==> config.mk <==
export PLATFORM = sky130hd
export DESIGN_NAME = command_packet_framer_unit
export DESIGN_NICKNAME = d
export VERILOG_FILES = /design/src/sv/cpf_pkg.sv /design/src/sv/cpf_ram.sv /design/src/sv/cpf_ctrl.sv /design/src/sv/cpf_datapath.sv /design/src/sv/command_packet_framer_unit.sv
export SDC_FILE = /design/constraint.sdc
export NUM_CORES = 1
export LEC_CHECK = 0
export ABC_AREA = 1
export BUFFER_PORTS_ARGS = -buffer_cell sky130_fd_sc_hd__clkbuf_2
export CORE_UTILIZATION = 63
export CTS_BUF_LIST = sky130_fd_sc_hd__clkbuf_4 sky130_fd_sc_hd__clkbuf_8 sky130_fd_sc_hd__clkbuf_16
export DETAILED_ROUTE_END_ITERATION = 7
export PLACE_DENSITY = 0.8
export SLEW_MARGIN = 30
export SYNTH_ARGS = -nofsm -noshare
export SYNTH_HDL_FRONTEND = slang
export SYNTH_SLANG_ARGS = --single-unit
==> constraint.sdc <==
create_clock -name i_clk -period 5.4 [get_ports i_clk]
set_input_delay 0.27 -clock i_clk [delete_from_list [all_inputs] [get_ports i_clk]]
set_output_delay 0.27 -clock i_clk [all_outputs]
set_load 0.01 [all_outputs]
==> src/sv/cpf_pkg.sv <==
// Shared types and constants for the command packet framer.
`default_nettype none
package cpf_pkg;

    localparam int PAYLOAD_MAX = 56;
    localparam int CNT_W       = 6;
    localparam int ADDR_W      = $clog2(PAYLOAD_MAX);
    localparam int IDX_W       = 6;
    localparam int HDR_BYTES   = 8;

    localparam logic [7:0] HDR_SEC_BYTE = 8'hC0;
    localparam logic [7:0] HDR_ZERO     = 8'h00;
    localparam logic [7:0] CKS_SEED     = 8'hFF;
    localparam logic [7:0] LEN_BIAS     = 8'h01;

    typedef enum logic [1:0] {
        CMD_BEGIN  = 2'd0,
        CMD_APPEND = 2'd1,
        CMD_FINISH = 2'd2,
        CMD_UNUSED = 2'd3
    } t_cmd;

    typedef enum logic {
        ST_IDLE = 1'b0,
        ST_EMIT = 1'b1
    } t_state;

    typedef struct packed {
        logic begin_pkt;
        logic append_byte;
        logic start_emit;
        logic fetch_en;
    } t_dp_ctl;

    typedef struct packed {
        logic fetch_done;
    } t_dp_sts;

endpackage
`default_nettype wire

==> src/sv/cpf_ram.sv <==
// Generic single-write, single-read RAM with registered read data.
`default_nettype none
module cpf_ram #(
    parameter int WIDTH = 8,
    parameter int DEPTH = 56
) (
    input  wire logic                     i_clk,
    input  wire logic                     i_we,
    input  wire logic [$clog2(DEPTH)-1:0] i_waddr,
    input  wire logic [WIDTH-1:0]         i_wdata,
    input  wire logic                     i_re,
    input  wire logic [$clog2(DEPTH)-1:0] i_raddr,
    output logic      [WIDTH-1:0]         o_rdata
);

    logic [WIDTH-1:0] r_mem [DEPTH];

    always_ff @(posedge i_clk) begin
        if (i_we) begin
            r_mem[i_waddr] <= i_wdata;
        end
        if (i_re) begin
            o_rdata <= r_mem[i_raddr];
        end
    end

endmodule
`default_nettype wire

==> src/sv/cpf_ctrl.sv <==
// Controller state machine: input handshake and emit sequencing.
`default_nettype none
module cpf_ctrl
    import cpf_pkg::*;
(
    input  wire logic    i_clk,
    input  wire logic    i_rst_n,
    input  wire logic    i_in_valid,
    input  wire logic [1:0] i_command,
    input  wire t_dp_sts i_sts,
    output logic         o_in_stall,
    output t_dp_ctl      o_ctl
);

    t_state r_state;
    t_state n_state;
    logic   in_acc;
    t_cmd   cmd;

    assign cmd    = t_cmd'(i_command);
    assign in_acc = i_in_valid && !o_in_stall;

    always_ff @(posedge i_clk) begin
        if (!i_rst_n) begin
            r_state <= ST_IDLE;
        end else begin
            r_state <= n_state;
        end
    end

    always_comb begin
        n_state = r_state;
        unique case (r_state)
            ST_IDLE: begin
                if (in_acc && cmd == CMD_FINISH) begin
                    n_state = ST_EMIT;
                end
            end
            ST_EMIT: begin
                if (i_sts.fetch_done) begin
                    n_state = ST_IDLE;
                end
            end
            default: n_state = ST_IDLE;
        endcase
    end

    always_comb begin
        o_in_stall        = (r_state == ST_EMIT);
        o_ctl.begin_pkt   = 1'b0;
        o_ctl.append_byte = 1'b0;
        o_ctl.start_emit  = 1'b0;
        o_ctl.fetch_en    = (r_state == ST_EMIT);
        if (in_acc) begin
            unique case (cmd)
                CMD_BEGIN:  o_ctl.begin_pkt   = 1'b1;
                CMD_APPEND: o_ctl.append_byte = 1'b1;
                CMD_FINISH: o_ctl.start_emit  = 1'b1;
                CMD_UNUSED: ;
                default: ;
            endcase
        end
    end

endmodule
`default_nettype wire

==> src/sv/cpf_datapath.sv <==
// Datapath: packet state, payload RAM, fetch stage and output register.
`default_nettype none
module cpf_datapath
    import cpf_pkg::*;
(
    input  wire logic        i_clk,
    input  wire logic        i_rst_n,
    input  wire t_dp_ctl     i_ctl,
    input  wire logic [15:0] i_message_id,
    input  wire logic [7:0]  i_function_code,
    input  wire logic [7:0]  i_data_byte,
    input  wire logic        i_out_stall,
    output t_dp_sts          o_sts,
    output logic             o_out_valid,
    output logic [7:0]       o_packet_byte,
    output logic             o_last_in_packet,
    output logic             o_overflow_seen
);

    logic [CNT_W-1:0] r_count;
    logic [7:0]       r_xor;
    logic [15:0]      r_msg_id;
    logic [7:0]       r_func;
    logic             r_ovf;
    logic [IDX_W-1:0] r_idx;

    logic             r_p_valid;
    logic             r_p_hdr_sel;
    logic [7:0]       r_p_hdr;
    logic             r_p_last;
    logic             r_p_ovf;

    logic             r_out_valid;
    logic [7:0]       r_out_byte;
    logic             r_out_last;
    logic             r_out_ovf;

    logic             not_full;
    logic             ram_we;
    logic             ram_re;
    logic [7:0]       ram_rdata;
    logic             out_load;
    logic             p_load;
    logic             idx_is_last;
    logic             idx_is_hdr;
    logic [7:0]       len_byte;
    logic [7:0]       cks_byte;
    logic [7:0]       hdr_byte;

    assign not_full = (r_count < CNT_W'(PAYLOAD_MAX));
    assign ram_we   = i_ctl.append_byte && not_full;

    assign out_load    = r_p_valid && (!r_out_valid || !i_out_stall);
    assign p_load      = i_ctl.fetch_en && (!r_p_valid || out_load);
    assign idx_is_hdr  = (r_idx < IDX_W'(HDR_BYTES));
    assign idx_is_last = ({1'b0, r_idx} == ((IDX_W + 1)'(r_count) + (IDX_W + 1)'(HDR_BYTES - 1)));
    assign ram_re      = p_load && !idx_is_hdr;

    assign len_byte = 8'(r_count) + LEN_BIAS;
    assign cks_byte = CKS_SEED ^ r_msg_id[15:8] ^ r_msg_id[7:0] ^ HDR_SEC_BYTE
                    ^ len_byte ^ r_func ^ r_xor;

    always_comb begin
        unique case (r_idx[2:0])
            3'd0:    hdr_byte = r_msg_id[15:8];
            3'd1:    hdr_byte = r_msg_id[7:0];
            3'd2:    hdr_byte = HDR_SEC_BYTE;
            3'd3:    hdr_byte = HDR_ZERO;
            3'd4:    hdr_byte = HDR_ZERO;
            3'd5:    hdr_byte = len_byte;
            3'd6:    hdr_byte = r_func;
            3'd7:    hdr_byte = cks_byte;
            default: hdr_byte = HDR_ZERO;
        endcase
    end

    cpf_ram #(
        .WIDTH (8),
        .DEPTH (PAYLOAD_MAX)
    ) u_ram (
        .i_clk   (i_clk),
        .i_we    (ram_we),
        .i_waddr (ADDR_W'(r_count)),
        .i_wdata (i_data_byte),
        .i_re    (ram_re),
        .i_raddr (ADDR_W'(r_idx - IDX_W'(HDR_BYTES))),
        .o_rdata (ram_rdata)
    );

    always_ff @(posedge i_clk) begin
        if (!i_rst_n) begin
            r_count   <= '0;
            r_xor     <= '0;
            r_msg_id  <= '0;
            r_func    <= '0;
            r_ovf     <= 1'b0;
            r_idx     <= '0;
            r_p_valid <= 1'b0;
            r_out_valid <= 1'b0;
        end else begin
            if (i_ctl.begin_pkt) begin
                r_msg_id <= i_message_id;
                r_func   <= i_function_code;
                r_count  <= '0;
                r_xor    <= '0;
                r_ovf    <= 1'b0;
            end else if (i_ctl.append_byte) begin
                if (not_full) begin
                    r_count <= r_count + CNT_W'(1);
                    r_xor   <= r_xor ^ i_data_byte;
                end else begin
                    r_ovf <= 1'b1;
                end
            end
            if (i_ctl.start_emit) begin
                r_idx <= '0;
            end else if (p_load) begin
                r_idx <= r_idx + IDX_W'(1);
            end
            if (p_load) begin
                r_p_valid <= 1'b1;
            end else if (out_load) begin
                r_p_valid <= 1'b0;
            end
            if (out_load) begin
                r_out_valid <= 1'b1;
            end else if (!i_out_stall) begin
                r_out_valid <= 1'b0;
            end
        end
    end

    always_ff @(posedge i_clk) begin
        if (p_load) begin
            r_p_hdr_sel <= idx_is_hdr;
            r_p_hdr     <= hdr_byte;
            r_p_last    <= idx_is_last;
            r_p_ovf     <= r_ovf;
        end
        if (out_load) begin
            r_out_byte <= r_p_hdr_sel ? r_p_hdr : ram_rdata;
            r_out_last <= r_p_last;
            r_out_ovf  <= r_p_ovf;
        end
    end

    assign o_sts.fetch_done = p_load && idx_is_last;
    assign o_out_valid      = r_out_valid;
    assign o_packet_byte    = r_out_byte;
    assign o_last_in_packet = r_out_last;
    assign o_overflow_seen  = r_out_ovf;

endmodule
`default_nettype wire

==> src/sv/command_packet_framer_unit.sv <==
// Top level of the command packet framer: controller plus datapath.
//
// Channel    Direction  Handshake               Fields
// request in input      i_in_valid / o_in_stall i_command, i_message_id,
//                                                i_function_code, i_data_byte
// packet out output     o_out_valid / i_out_stall o_packet_byte,
//                                                o_last_in_packet, o_overflow_seen
//
// Begin and append requests are accepted back to back.
// A finish request stalls the input while the fetch stage walks the header mux and
// the payload RAM read port, one byte per cycle while the output does not stall.
// Output bytes pass a fetch register and an output register, so the input reopens
// while the last two bytes of a packet still drain.
// Output stalls hold both registers and pause the fetch walk; nothing is lost.
// Synchronous active-low reset clears the controller, counters and valid flags.
// The payload RAM needs no clearing: only entries written since the last begin
// are ever read.
`default_nettype none
module command_packet_framer_unit
    import cpf_pkg::*;
(
    input  wire logic        i_clk,
    input  wire logic        i_rst_n,
    input  wire logic        i_in_valid,
    output logic             o_in_stall,
    input  wire logic [1:0]  i_command,
    input  wire logic [15:0] i_message_id,
    input  wire logic [7:0]  i_function_code,
    input  wire logic [7:0]  i_data_byte,
    output logic             o_out_valid,
    input  wire logic        i_out_stall,
    output logic [7:0]       o_packet_byte,
    output logic             o_last_in_packet,
    output logic             o_overflow_seen
);

    // Commands from controller to datapath and status back.
    t_dp_ctl dp_ctl;
    t_dp_sts dp_sts;

    // Controller: accept requests, hold the input while a packet is walked out.
    cpf_ctrl u_ctrl (
        .i_clk      (i_clk),
        .i_rst_n    (i_rst_n),
        .i_in_valid (i_in_valid),
        .i_command  (i_command),
        .i_sts      (dp_sts),
        .o_in_stall (o_in_stall),
        .o_ctl      (dp_ctl)
    );

    // Datapath: packet state, payload RAM, fetch and output registers.
    cpf_datapath u_dp (
        .i_clk            (i_clk),
        .i_rst_n          (i_rst_n),
        .i_ctl            (dp_ctl),
        .i_message_id     (i_message_id),
        .i_function_code  (i_function_code),
        .i_data_byte      (i_data_byte),
        .i_out_stall      (i_out_stall),
        .o_sts            (dp_sts),
        .o_out_valid      (o_out_valid),
        .o_packet_byte    (o_packet_byte),
        .o_last_in_packet (o_last_in_packet),
        .o_overflow_seen  (o_overflow_seen)
    );

    // An accepted finish request must close the input on the next cycle.
    a_finish_stalls: assert property (@(posedge i_clk) disable iff (!i_rst_n)
        (i_in_valid && !o_in_stall && i_command == CMD_FINISH) |=> o_in_stall)
        else $error("input not stalled after finish request");

    // Fetching the final byte must reopen the input.
    a_done_reopens: assert property (@(posedge i_clk) disable iff (!i_rst_n)
        dp_sts.fetch_done |=> !o_in_stall)
        else $error("input still stalled after last byte fetched");

    // Fetch is only commanded while the input is closed.
    a_fetch_when_stalled: assert property (@(posedge i_clk) disable iff (!i_rst_n)
        dp_ctl.fetch_en |-> o_in_stall)
        else $error("fetch active while input open");

    // Reset empties the output register.
    a_reset_clears_out: assert property (@(posedge i_clk)
        !i_rst_n |=> !o_out_valid)
        else $error("output valid after reset");

endmodule
`default_nettype wire

==> impl_metrics.json, run 1 <==
{
  "status": "complete, no violations",
  "finalCriticalPeriod_ps": 3268,
  "synth_top_cell_by_area": "edfxtp_1",
  "drive_above_1_share": 0.09267,
  "drc": 0,
  "end_kind": "flip-flop",
  "fin_skew_ps": 15.33,
  "required_ps": 5820,
  "crit_path_cell_trace": "inv_2 > ha_1 > nand2_1 > o21ai_0 > nand3b_1 > nand3_1 > a21oi_1 > a21oi_1",
  "synth_cells": 1985,
  "maxCapViolCount": 0,
  "port-buffer-count": 49,
  "rsz0062_at_grt": "no",
  "fp.dieW_um": 189.2,
  "p_int_w": 0.006558,
  "drv_slew": 0,
  "gp_congestion": 0.9110,
  "swShare": 0.2185,
  "leakage_nw": 8.597,
  "tightest_slew_ps": 993.1,
  "dp_hpwl_mm": 31.06,
  "worst_hold_slack_ps": 27.40,
  "cp_common_cell": "a21oi_1",
  "critical_path_class": "reg2reg",
  "grt_pass1_wl_mm": 81.99,
  "worst_path_max_delay_cell": "dfxtp_4",
  "peakVddDrop_uv": 396.0,
  "syn_area_per_cell_sq_um": 11.12,
  "fmax_ghz": 0.3060,
  "hold_violations": 0,
  "antenna_found_initial": 0,
  "die_area_sq_um": 35790,
  "dr_total_vias": 15500,
  "drt_first_pass_iters": 7,
  "ant_nets": 0,
  "synthesis.nets": 2032,
  "cts_hold_buffers": 25,
  "power_per_cell_area_nw_per_um2": 344.1,
  "io_pins": 50,
  "rows": 68,
  "dr.first_iter.drc_count": 2027,
  "start_util": 0.6391,
  "yosysSeqAreaShare": 0.6924,
  "cts_tree": "done",
  "start_kind": "flip-flop",
  "grt-ovfl-total": 0,
  "routed_wirelength_mm": 53.88,
  "grt.total_usage": 0.3023,
  "setup_viol": 0,
  "ys_ff_latch": 525,
  "tns_ps": 0,
  "synth_edf_count": 477,
  "fp.dieH_um": 189.2,
  "core-area_sq_um": 34540,
  "cts_resized": 0,
  "routedWlPerCell_um": 21.41,
  "yosysUniqueCellTypes": 38,
  "combPwrFrac": 0.057,
  "crit_buf_inv": 1,
  "preCtsSetupSlack_ps": 2402,
  "worst-path-max-fanout": 69,
  "async_reset_ff_frac": 0,
  "crit_family": "simple AND/OR/NAND/NOR gates",
  "max_stage_delay_ps": 830,
  "diodes": 0,
  "htreeDepth": 2,
  "cp.arrival_ps": 3690,
  "max-slew-margin-rel": 0.3380,
  "post_cts_buffers": 0,
  "grt_max_degree": 112,
  "hold_path.class": "in2reg",
  "fin_crit_sh": 0.6052,
  "synthTopCellsByArea": "edfxtp_1 (65%), nor2_1 (6.5%), nand2_1 (5.4%), nand3_1 (4.4%), dfxtp_1 (4.4%)",
  "routed_via_density": 6.161,
  "clock_sinks": 525,
  "grt_pass1_vias": 15040,
  "clk_latency_ps": 570,
  "finalNetCount": 2070,
  "clk_pin_slew_ps": 60,
  "layout_setup_ws_ps": 2132,
  "cts_buffers": 51,
  "clock_power_share": 0.407,
  "syn_to_final_growth_pct": 10.46,
  "yosysTopAreaCellShare": 0.6488,
  "cts_root_buf": "clkbuf_16",
  "power.net_switching_w": 0.001833,
  "cts_buffer_depth": 3,
  "seq_power_share": 0.536,
  "synthFlopType": "edfxtp_1",
  "syn_area_sq_um": 22080,
  "ys_warn_count": 0
}
state kept, by name, summed over array words and instances (netlist names), 6 cells and up:
signal and count:
u_dp.u_ram.r_mem 448, u_dp.r_func 8, u_dp.o_packet_byte 8, u_dp.r_idx 6
u_dp.r_msg_id 16, u_dp.r_p_hdr 8, u_dp.u_ram.o_rdata 8, u_dp.r_xor 8
u_dp.r_count 6
worst min-delay path, cell delays in order:
cell,delay [ps]
clkbuf_2,90
nand4_1,100
a21oi_1,70
layout by cell type, fill, tap and decap left out, types with 3 or more instances in the layout:
master / Yosys / final
buf_4: 5 / 21
xor2_1: 9 / 9
clkinv_1: 1 / 19
edfxtp_1: 477 / 477
o211ai_1: 41 / 41
o21bai_1: 3 / 3
a21oi_1: 48 / 48
nor3b_1: 4 / 4
clkbuf_2: 1 / 49
bufinv_16: 0 / 4
clkbuf_16: 0 / 51
inv_2: 5 / 5
nand3b_1: 3 / 3
nor3_1: 20 / 10
nand4_1: 6 / 6
mux2_2: 8 / 8
nand3_1: 195 / 195
o21ai_1: 34 / 34
dlygate4sd3_1: 0 / 25
nor3_2: 1 / 11
o21ai_0: 160 / 160
inv_1: 59 / 58
a211oi_1: 5 / 5
nand2_1: 318 / 318
dfxtp_1: 48 / 45
or2_2: 12 / 12
clkbuf_4: 0 / 10
xnor2_1: 11 / 11
nor2_1: 384 / 384
ha_1: 9 / 9
clkinv_2: 0 / 7
layer usage:
layer / global-route usage / wire, um / up-vias
met1: 0.3989 / 20270 / 7413
met2: 0.4881 / 25780 / 926
met4: 0.1365 / 2090 / 2
met3: 0.05968 / 5679 / 150
li1: - / - / 7011
met5: 0.01236 / 59 / -
power groups by stage:
| stage | Sequential, W | Combinational, W | Clock (W) |
|---|---|---|---|
| floorplan | 0.00455 | 0.000304 | 0 |
| global placement | 0.00458 | 0.000431 | 0 |
| detailed placement | 0.00458 | 0.000450 | 0 |
| CTS | 0.00449 | 0.000469 | 0.00341 |
| global route | 0.00449 | 0.000524 | 0.00357 |
| finish | 0.00449 | 0.000481 | 0.00342 |
final cells by class:
class                           count  area, sq um
Fill cell                        2324        10160
Clock buffer                       61         1351
Tap cell                          455        569.3
Clock inverter                     30        231.5
Sequential cell                   525        15290
Inverter                           65        249.0
Multi-Input combinational cell   1283         6000
Timing Repair Buffer               97        691.9
metrics by stage:
| step | cell area [sq um] | utilization | power, W | instances |
|---|---|---|---|---|
| final | 24390 | 0.7060 | 0.008391 | 2516 |
| after global routing | 24390 | 0.7060 | 0.008587 | 2516 |
| after CTS | 24380 | 0.7058 | 0.008376 | 2516 |
| after detailed placement | 22550 | 0.6527 | 0.005028 | 2400 |
| after global placement | 22460 | 0.6502 | 0.005008 | 2399 |
| after floorplan | 22080 | - | 0.004858 | 1985 |
cells by family after synthesis:
family                   count (synthesis)  share of synthesized area
AO/OA/AOI/OAI                          294                    0.07249
AND/OR/NAND/NOR                        952                     0.1792
adder cells (fa/ha/maj)                  9                   0.005101
multiplexers                             8                   0.004081
XOR/XNOR                                20                   0.007935
flip-flops                             525                     0.6924
buffers and inverters                  177                    0.03882
synth_stat cells, types with 11 or more instances:
master,instances
o21ai_0,160
edfxtp_1,477
or2_2,12
nor2_1,384
buf_2,48
dfxtp_1,48
nand2_1,318
nand3_1,195
a21oi_1,48
buf_6,15
nor3_1,20
o21ai_1,34
xnor2_1,11
o211ai_1,41
inv_1,59
clkbuf_1,39
final timing paths:
path	to	startpoint	cells after the start	slack, ps
min reg2reg	u_dp.o_last_in_packet	u_dp.r_p_last	0	430
max reg2reg	u_dp.r_p_hdr[2]	u_dp.r_idx[1]	8	2130
min	u_ctrl.o_in_stall	i_in_valid	3	30
max	u_dp.r_p_hdr[2]	u_dp.r_idx[1]	8	2130
No activity file was read; power rests on OpenSTA's default activity.
==> inputs of run 2 (changes only) <==
- ABC_AREA: 1 -> 0
- CORE_UTILIZATION: 63 -> 62
- PLACE_DENSITY: 0.8 -> 0.79
- clock period: 5.4 -> 3.03 ns (I/O delays scaled with it)
==> run 2 against run 1 <==
Net effect: sequential power grew 77%; register-to-register slack worse by 1900 ps; synthesized area decreased by 3.9%; clock power up 84%; via count shrank 23%; synthesized cell count down 38%; sequential share of layout area up 0.22 points; flip-flop and latch count is the same; wire length shrank 9.4%; die area shrank 2.3%; combinational power grew 15%; critical endpoint is now u_dp.u_ram.o_rdata[1].
==> impl_metrics.json, run 2 <==
{
  "clk_pin_slew_ps": 60,
  "setup_viol": 0,
  "dr_total_vias": 11950,
  "layout_common_cells": "edfxtp_1 (477), nand2_1 (121), nor2_1 (104), mux4_2 (96), buf_4 (82)",
  "drc": 0,
  "antenna_found_initial": 2,
  "seqCellArea_sq_um": 15290,
  "cts_tree": "done",
  "layout_commonest_cell": "edfxtp_1",
  "grt_pass1_wl_mm": 73.75,
  "yosysMostFrequentCell": "edfxtp_1",
  "peakVddDrop_uv": 585.1,
  "synthTopCellsByArea": "edfxtp_1 (67%), mux4_2 (10%), dfxtp_1 (4.5%), nand2_1 (2.1%), nor2_1 (1.8%)",
  "critPathLaunch": "u_dp.r_idx[0]",
  "maxCapViolCount": 0,
  "fin_crit_sh": 0.9277,
  "placed_cell_area_sq_um": 22360,
  "leakage_nw": 7.879,
  "power_per_cell_area_nw_per_um2": 609.4,
  "regMostFlops": "u_dp.u_ram.r_mem",
  "syn_to_final_growth_pct": 14.52,
  "dr.first_iter.drc_count": 1463,
  "fp.dieW_um": 187.0,
  "htreeDepth": 2,
  "routedWlPerCell_um": 26.20,
  "yosysSeqAreaShare": 0.7202,
  "rsz0062_at_grt": "no",
  "drv_slew": 0,
  "grt.total_usage": 0.2864,
  "finalCriticalPeriod_ps": 2811,
  "worst-path-max-fanout": 30,
  "synthFlopType": "edfxtp_1",
  "max-slew-margin-rel": 0.3203,
  "drive_above_1_share": 0.2565,
  "power_w": 0.01481,
  "ys_ff_latch": 525,
  "synth_top_cell_by_area": "edfxtp_1",
  "ys_warn_count": 0,
  "ant_nets": 0,
  "hold_start": "i_command[0]",
  "tns_ps": 0,
  "synthesis.nets": 1274,
  "finalNetCount": 1420,
  "async_reset_ff_frac": 0,
  "fill_cells": 1975,
  "io_pins": 50,
  "dp_hpwl_mm": 30.04,
  "synth_cells": 1227,
  "diodes": 0,
  "seq_power_share": 0.538,
  "instances_no_fill": 1863,
  "multi_input_area_sq_um": 5505,
  "top_regs": "u_dp.u_ram.r_mem (448), u_dp.r_msg_id (16)",
  "stdcell_area_sq_um": 24300,
  "r2r-start": "u_dp.r_idx[0]",
  "start_util": 0.6313,
  "syn_area_per_cell_sq_um": 17.30,
  "largest_register_ffs": 448,
  "cts_buffers": 51,
  "drt_first_pass_iters": 5,
  "hold_path.class": "in2reg",
  "synth_edf_count": 477,
  "core-area_sq_um": 33620,
  "start_kind": "flip-flop",
  "clock_power_share": 0.425,
  "critical_path_class": "reg2reg",
  "rows": 67,
  "die_area_sq_um": 34970,
  "p_int_w": 0.01180,
  "yosysUniqueCellTypes": 54,
  "status": "complete, no violations",
  "routed_via_density": 6.412,
  "dp.cells": 1741,
  "fmax_ghz": 0.3557,
  "hold_violations": 0,
  "cp.arrival_ps": 3110,
  "required_ps": 3330,
  "grt-ovfl-total": 0,
  "cts_buffer_depth": 3,
  "tightest_slew_ps": 1019,
  "combPwrFrac": 0.037,
  "cts_root_buf": "clkbuf_16",
  "clk_latency_ps": 590,
  "post_cts_buffers": 0,
  "port-buffer-count": 49,
  "syn_area_sq_um": 21220,
  "gp_congestion": 0.8517,
  "yosysTopAreaCellShare": 0.6750,
  "grt_max_degree": 58,
  "fp.dieH_um": 187.0,
  "synth_commonest_cells": "edfxtp_1 (477), nand2_1 (121), nor2_1 (104)",
  "end_kind": "flip-flop",
  "clock_sinks": 525,
  "fin_skew_ps": 23.48,
  "grt_pass1_vias": 11700,
  "swShare": 0.2035,
  "routed_wirelength_mm": 48.81,
  "power.net_switching_w": 0.003014
}
-- run 2: cell types whose count changed after synthesis, sizes merged, moves of 34 or more --
cell | before | now
inv | 64 | 9
o21ai | 194 | 20
nand3 | 196 | 26
a21oi | 48 | 12
nor2 | 385 | 104
nand2 | 320 | 121
mux4 | 0 | 101
buf | 72 | 38
-- run 2: cell families (layout without fill, tap and decap cells) --
family                     count (synthesis)  after routing  synth area share
and+or+nand+nor                          286            286           0.05678
DFF                                      525            525            0.7202
muxes                                    141            141            0.1288
xor gates and xnor gates                  57             57           0.02417
buffers and inverters                     80            268           0.02069
AOI/OAI and AO/OA                        129            129           0.04398
adders and majority gates                  9              9          0.005306
-- run 2: final cells by class --
class,count,area share
Tap cell,448,0.02306
Clock buffer,67,0.05797
Sequential cell,525,0.6293
Inverter,10,0.001544
Multi-Input combinational cell,622,0.2265
Timing Repair Buffer,163,0.05076
Clock inverter,28,0.01081
-- run 2: per-stage QoR --
stage	hold slack, ps	util	setup WS (ps)
after floorplan	250.4	-	518.6
final	67.71	0.7230	218.9
after CTS	51.92	0.7229	276.1
after global placement	388.0	0.6651	371.2
after global routing	72.09	0.7230	137.4
after detailed placement	398.8	0.6651	303.5
-- run 2: path summary, 6_finish.rpt --
check | to | slack [ps] | cells past startpoint
setup / recovery | u_dp.u_ram.o_rdata[1] | 220 | 5
hold / removal | u_ctrl.o_in_stall | 70 | 5
setup reg to reg | u_dp.u_ram.o_rdata[1] | 220 | 5
hold reg to reg | u_dp.o_overflow_seen | 420 | 0
-- run 2: power by group through the flow --
stage	clock network (W)	logic, W	registers [W]
2_1_floorplan	0	0.000316	0.00809
3_3_place_gp	0	0.000504	0.00811
3_5_place_dp	0	0.000520	0.00812
4_1_cts	0.00636	0.000551	0.00796
5_1_grt	0.00663	0.000590	0.00796
6_report	0.00630	0.000552	0.00796
-- run 2: critical path, cell delays in order, from the launching register on --
cell and delay, ps:
dfxtp_4 750, mux4_2 590, a22oi_1 240, nand2_1 150, a311oi_1 560, o22ai_1 220
-- run 2: timing repair --
item | 4_1_cts | 5_1_grt
hold endpoints to repair | 27 | 0
hold buffers | 27 | 0
resized for setup | 0 | 0
-- run 2: per-layer routing --
layer	GRT usage	up-vias	routed length [um]
li1	-	5074	-
met1	0.4203	6106	19750
met2	0.4515	666	23540
met3	0.04390	97	4201
met4	0.08827	2	1301
met5	0	-	19
